==> config.mk <==
export PLATFORM = sky130hd
export DESIGN_NAME = icsc_lane
export DESIGN_NICKNAME = d
export VERILOG_FILES = /design/src/hdl/icsc_pkg.sv /design/src/hdl/icsc_lane.sv
export SDC_FILE = /design/constraint.sdc
export NUM_CORES = 1
export LEC_CHECK = 0
export BUFFER_PORTS_ARGS = -buffer_cell sky130_fd_sc_hd__buf_4
export CAP_MARGIN = 20
export CORE_MARGIN = 3
export CORE_UTILIZATION = 50
export DETAILED_ROUTE_END_ITERATION = 8
export PLACE_DENSITY_LB_ADDON = 0.2
export RECOVER_POWER = 25
export SLEW_MARGIN = 20
export SYNTH_ARGS = -nofsm -noshare
export SYNTH_HDL_FRONTEND = slang
export SYNTH_SLANG_ARGS = --single-unit
export TNS_END_PERCENT = 50
==> constraint.sdc <==
create_clock -name clk -period 13.2 [get_ports clk]
set_input_delay 0.66 -clock clk [delete_from_list [all_inputs] [get_ports clk]]
set_output_delay 0.66 -clock clk [all_outputs]
set_load 0.02 [all_outputs]
==> src/hdl/icsc_pkg.sv <==
// Package: shared types, constants and helper functions for the segment classifier.
`timescale 1ns / 1ps
`default_nettype none
package icsc_pkg;

  localparam int PIX_W   = 32;
  localparam int VAL_W   = 8;
  localparam int LEN_W   = 16;
  localparam int KIND_W  = 3;
  localparam int NLANE   = 5;
  localparam int MAP_W   = 256;
  localparam int CNT_W   = 9;

  localparam int CFG_IDX_W  = 2;
  localparam int CFG_DATA_W = 16;
  localparam int LWIDTH_W   = 13;
  localparam int MINRUN_W   = 8;

  localparam logic [CFG_IDX_W-1:0] CFG_LINE_WIDTH = 2'd0;
  localparam logic [CFG_IDX_W-1:0] CFG_MIN_RUN    = 2'd1;
  localparam logic [CFG_IDX_W-1:0] CFG_RAW8_LEN   = 2'd2;
  localparam logic [CFG_IDX_W-1:0] CFG_RAW32_LEN  = 2'd3;

  localparam logic [LWIDTH_W-1:0] RST_LINE_WIDTH = 13'd640;
  localparam logic [MINRUN_W-1:0] RST_MIN_RUN    = 8'd5;
  localparam logic [LEN_W-1:0]    RST_RAW8_LEN   = 16'd50;
  localparam logic [LEN_W-1:0]    RST_RAW32_LEN  = 16'd100;

  localparam logic [CNT_W-1:0] RAW8_MAX_DISTINCT  = 9'd8;
  localparam logic [CNT_W-1:0] RAW32_MAX_DISTINCT = 9'd32;

  typedef enum logic [KIND_W-1:0] {
    KIND_NONE  = 3'd0,
    KIND_HRUN  = 3'd1,
    KIND_VRUN  = 3'd2,
    KIND_RAW8  = 3'd3,
    KIND_RAW32 = 3'd4
  } kind_t;

  typedef logic [NLANE-1:0][VAL_W-1:0] lane_vals_t;

  typedef struct packed {
    logic [MINRUN_W-1:0] min_run;
    logic [LEN_W-1:0]    raw8_len;
    logic [LEN_W-1:0]    raw32_len;
  } lane_cfg_t;

  typedef struct packed {
    logic [PIX_W-1:0] pixel;
    logic [PIX_W-1:0] above;
    logic             frame_clr;
  } s1_item_t;

  function automatic logic [LEN_W-1:0] sat_inc(input logic [LEN_W-1:0] v);
    return (v == {LEN_W{1'b1}}) ? v : v + LEN_W'(1);
  endfunction

  // floor(sum/3) as sum*683 >> 11, exact for sums up to 765
  function automatic logic [VAL_W-1:0] gray_of(input logic [PIX_W-1:0] p);
    logic [9:0]  s;
    logic [19:0] m;
    s = 10'(p[23:16]) + 10'(p[15:8]) + 10'(p[7:0]);
    m = 20'(s) * 20'd683;
    return m[18:11];
  endfunction

  function automatic lane_vals_t split_lanes(input logic [PIX_W-1:0] p);
    lane_vals_t v;
    v[0] = p[23:16];
    v[1] = p[15:8];
    v[2] = p[7:0];
    v[3] = p[31:24];
    v[4] = gray_of(p);
    return v;
  endfunction

endpackage
`default_nettype wire

==> src/hdl/icsc_lane.sv <==
// One channel lane: run tracking, seen-value map and segment decision.
`timescale 1ns / 1ps
`default_nettype none
module icsc_lane
  import icsc_pkg::*;
(
  input  wire logic             clk,
  input  wire logic             rst_n,
  input  wire logic             en,
  input  wire logic             frame_clr,
  input  wire logic [VAL_W-1:0] cur,
  input  wire logic [VAL_W-1:0] above,
  input  wire lane_cfg_t        cfg,
  output kind_t                 kind,
  output logic [LEN_W-1:0]      length
);

  logic [VAL_W-1:0] prev_r, prev_nxt, prev_c;
  logic [LEN_W-1:0] hrun_r, hrun_nxt, hrun_c, hrun_upd, hrep, hcand;
  logic [LEN_W-1:0] vrun_r, vrun_nxt, vrun_c, vrun_upd, vrep, vcand;
  logic [MAP_W-1:0] seen_r, seen_nxt, seen_c, seen_upd;
  logic [CNT_W-1:0] dcount_r, dcount_nxt, dcount_c, dcount_upd;
  logic [LEN_W-1:0] seg_r, seg_nxt, seg_c, seg_upd;
  logic             report;

  always_comb begin
    prev_c   = frame_clr ? '0 : prev_r;
    hrun_c   = frame_clr ? '0 : hrun_r;
    vrun_c   = frame_clr ? '0 : vrun_r;
    seen_c   = frame_clr ? '0 : seen_r;
    dcount_c = frame_clr ? '0 : dcount_r;
    seg_c    = frame_clr ? '0 : seg_r;

    seg_upd    = sat_inc(seg_c);
    dcount_upd = dcount_c + CNT_W'(!seen_c[cur]);
    seen_upd   = seen_c | (MAP_W'(1) << cur);

    if (cur == above) begin
      vrun_upd = sat_inc(vrun_c);
      vrep     = '0;
    end else begin
      vrun_upd = '0;
      vrep     = vrun_c;
    end

    if (cur == prev_c) begin
      hrun_upd = sat_inc(hrun_c);
      hrep     = '0;
    end else begin
      hrun_upd = '0;
      hrep     = hrun_c;
    end

    hcand = (hrep < LEN_W'(cfg.min_run)) ? '0 : hrep;
    vcand = (vrep < LEN_W'(cfg.min_run)) ? '0 : vrep;

    kind   = KIND_NONE;
    length = '0;
    if (hcand > vcand) begin
      kind   = KIND_HRUN;
      length = hcand;
    end else if (vcand != '0) begin
      kind   = KIND_VRUN;
      length = vcand;
    end else if (dcount_upd <= RAW8_MAX_DISTINCT && seg_upd > cfg.raw8_len) begin
      kind   = KIND_RAW8;
      length = seg_upd;
    end else if (dcount_upd <= RAW32_MAX_DISTINCT && seg_upd > cfg.raw32_len) begin
      kind   = KIND_RAW32;
      length = seg_upd;
    end
    report = kind != KIND_NONE;

    prev_nxt   = cur;
    hrun_nxt   = report ? '0 : hrun_upd;
    vrun_nxt   = report ? '0 : vrun_upd;
    seen_nxt   = report ? '0 : seen_upd;
    dcount_nxt = report ? '0 : dcount_upd;
    seg_nxt    = report ? '0 : seg_upd;
  end

  always_ff @(posedge clk) begin
    if (!rst_n) begin
      prev_r   <= '0;
      hrun_r   <= '0;
      vrun_r   <= '0;
      seen_r   <= '0;
      dcount_r <= '0;
      seg_r    <= '0;
    end else if (en) begin
      prev_r   <= prev_nxt;
      hrun_r   <= hrun_nxt;
      vrun_r   <= vrun_nxt;
      seen_r   <= seen_nxt;
      dcount_r <= dcount_nxt;
      seg_r    <= seg_nxt;
    end
  end

endmodule
`default_nettype wire

==> flow_metrics.env <==
export IMPL_status="complete, but fails checks"
export IMPL_violations="max-capacitance violations, max-slew violations"
export IMPL_drt_pass1_iterations=8
export IMPL_ant_nets=0
export IMPL_power_density_nw_per_um2=108
export IMPL_hold_path_cell_count=2
export IMPL_fp_dieH_um=196
export IMPL_synthToLayoutAreaGrowth_pct=8.92
export IMPL_gp_congestion=0.931
export IMPL_critical_path_arrival_ns=10.24
export IMPL_finalSetupViolCount=0
export IMPL_finClkSkew_ns=0.0227
export IMPL_die_x_um=196
export IMPL_initial_core_util_pct=51.4
export IMPL_fp_row_count=68
export IMPL_yosysMostFrequentCell="nor2_1"
export IMPL_relSlewSlack_pct=-148
export IMPL_post_cts_resized=0
export IMPL_postSynthAreaPerCell_um2=8.60
export IMPL_hold_buffers=0
export IMPL_boundaryPins=79
export IMPL_instances_no_fill=2538
export IMPL_grt_max_degree=257
export IMPL_portBuffers=78
export IMPL_slowest_stage="clkbuf_1"
export IMPL_hold_worst_slack_ns=0.467
export IMPL_postCtsSetupBuffers=0
export IMPL_vdd_drop_max_uv=98.0
export IMPL_overflow=0
export IMPL_worst_path_max_fanout=38
export IMPL_max_stage_delay_ns=2.10
export IMPL_finalNetCount=2183
export IMPL_hold_start="seg_r[1]$_SDFFE_PN0P_"
export IMPL_cts_sinks=321
export IMPL_yosysWarnings=0
export IMPL_synth_area_leaders="dfxtp_1 36%, nor2_1 8.2%, mux4_2 7.5%"
export IMPL_core_area_um2=35000
export IMPL_grt_pass1_wl_um=82000
export IMPL_drc=0
export IMPL_layout_min_cycle_time_ns=9.81
export IMPL_critPathKind="input pin to flip-flop"
export IMPL_antenna_found_initial=0
export IMPL_die_area_um2=38300
export IMPL_cp_required_ns=13.63
export IMPL_hold_end="seg_r[1]$_SDFFE_PN0P_"
export IMPL_synth_seq_cells=321
export IMPL_cts_root_buffer="clkbuf_16"
export IMPL_synth_edf_count=0
export IMPL_grt_usage_pct=25.9
export IMPL_num_vias=15800
export IMPL_drive_gt1_share_pct=11.3
export IMPL_async_flop_share_pct=0
export IMPL_power_leakage_nw=7.36
export IMPL_tightest_slew_ns=3.72
export IMPL_cts_tree="built"
export IMPL_synthFlopType="dfxtp_1"
export IMPL_hold_viol_final=0
export IMPL_setup_tns_ns=0
export IMPL_htreeDepth=2
export IMPL_worstReg2RegEnd="seg_r[4]$_SDFFE_PN0P_"
export IMPL_slew_violations=268
export IMPL_cts_buffers=35
export IMPL_via_per_inst=6.22
export IMPL_total_power_mw=2.12
export IMPL_num_fill_cells=3206
export IMPL_r2r_slack_ns=5.61
export IMPL_synth_commonest_cells="393 x nor2_1, 321 x dfxtp_1, 175 x a22oi_1, 154 x nand2_1, 97 x a2bb2oi_1"
export IMPL_rr_startpoint="prev_r[6]$_SDFFE_PN0P_"
export IMPL_r2r_cells=23
export IMPL_dp_cells=2474
export IMPL_syn_inst=2091
export IMPL_seq_area_frac_synth_pct=35.7
export IMPL_synth_top_area_share_pct=35.7
export IMPL_netlist_area_um2=18000
export IMPL_rsz0062_at_grt="false"
export IMPL_syn_num_nets=2218
export IMPL_synth_cell_types=74
export IMPL_fmax_ghz=0.102
export IMPL_detail_route_wl_per_cell_um=20.4
export IMPL_clkTransAtPathRegs_ns=0.06
export IMPL_final_util_pct=56.0
export IMPL_antenna_cells=0
export IMPL_cp_start_kind="input pin"
export IMPL_layout_worst_path_cycle_share_pct=74.3
export IMPL_min_path_type="flip-flop to flip-flop"
export IMPL_drt_iter0_markers=1487
export IMPL_clk_path_buf_depth=3
export IMPL_wirelength_um=51800
export IMPL_clk_latency_ns=0.54
export IMPL_dpl_hpwl_um=34100
export IMPL_path_cells="buf_4 -> clkbuf_1 -> a31oi_1 -> o32ai_1 -> and4_1 -> nor2_1 -> ha_1 -> a21boi_0 -> o21a_1 -> o21ai_0 -> a21oi_1 -> o21ba_1 -> nand3_1 -> inv_1 -> ha_1 -> nand4_1 -> nor4_1 -> a41oi_1 -> o31a_1 -> a21o_1 -> nor3_1 -> clkbuf_1 -> nand3_1 -> o21ai_0"
export IMPL_grt_pass1_vias=15100
export IMPL_maxCapViolCount=6
export IMPL_end_kind="flip-flop"
export IMPL_post_synth_top_area_cell="dfxtp_1"
==> flip-flops by register name (all words and copies together) (netlist names) <==
name	cells
seg_r	16
hrun_r	16
seen_r	256
dcount_r	9
prev_r	8
vrun_r	16
==> metal layers <==
metal	global-route usage, %	share of wire [%]
met2	42.8	48
met5	0	0
met4	9.90	3.7
met1	34.9	43
met3	3.07	5.9
==> final cells by class <==
type,count,area (um2),share of cell area [%]
clock inverter,12,121,0.620
sequential,321,6430,32.8
multi-input combinational,1530,10400,53.3
timing repair buffer,96,707,3.61
clock buffer,52,1040,5.31
inverter,72,278,1.42
tap,455,569,2.91
==> layout by cell type, fill, tap and decap left out, types with 41 or more instances in the layout <==
master       n
a22oi_1    175
nand2_1    154
dfxtp_1    321
a21oi_1     62
nand3_1     72
inv_1       70
mux4_2      60
buf_4       88
nor2_1     392
a2bb2oi_1   97
ha_1        67
nor2b_1     41
==> metrics by stage <==
step / instance area, um2 / worst slack (ns)
4_1_cts: 19600 / 5.49
5_1_grt: 19600 / 2.55
3_3_place_gp: 18500 / 5.55
6_report: 19600 / 3.39
3_5_place_dp: 18500 / 5.49
2_1_floorplan: 18000 / 6.91
==> kinds of logic after synthesis <==
kind of cell	after synthesis	synth area share [%]
buffers and inverters	240	6.14
AND/OR/NAND/NOR	842	22.1
multiplexers	98	9.69
flip-flops	321	35.7
XOR/XNOR	31	1.51
adder cells (fa/ha/maj)	67	4.66
AO/OA/AOI/OAI	492	20.1
==> how the worst max path moves through the flow <==
stage	from	endpoint	cells after the start
2_1_floorplan	frame_clr	length[6]	24
3_5_place_dp	cur[0]	length[4]	18
6_report	cur[0]	seg_r[4]$_SDFFE_PN0P_	24
3_3_place_gp	cur[0]	length[14]	18
5_1_grt	cur[0]	seen_r[231]$_SDFFE_PN0P_	25
4_1_cts	cur[0]	length[4]	18
==> where the power goes <==
group          leakage, nW  internal (mW)  switching [mW]
Clock                0.577          0.573           0.413
Combinational         4.20         0.0513           0.110
Sequential            2.59          0.972         0.00263
Total                 7.36           1.60           0.525
==> critical path, delay by kind of cell <==
kind,cells,cell delay (ns)
AOI/OAI and AO/OA,11,2.45
adders and majority gates,2,0.60
and+or+nand+nor,7,2.98
buffers and inverters,4,3.47
Note: power is estimated with default switching activity, not from simulation.
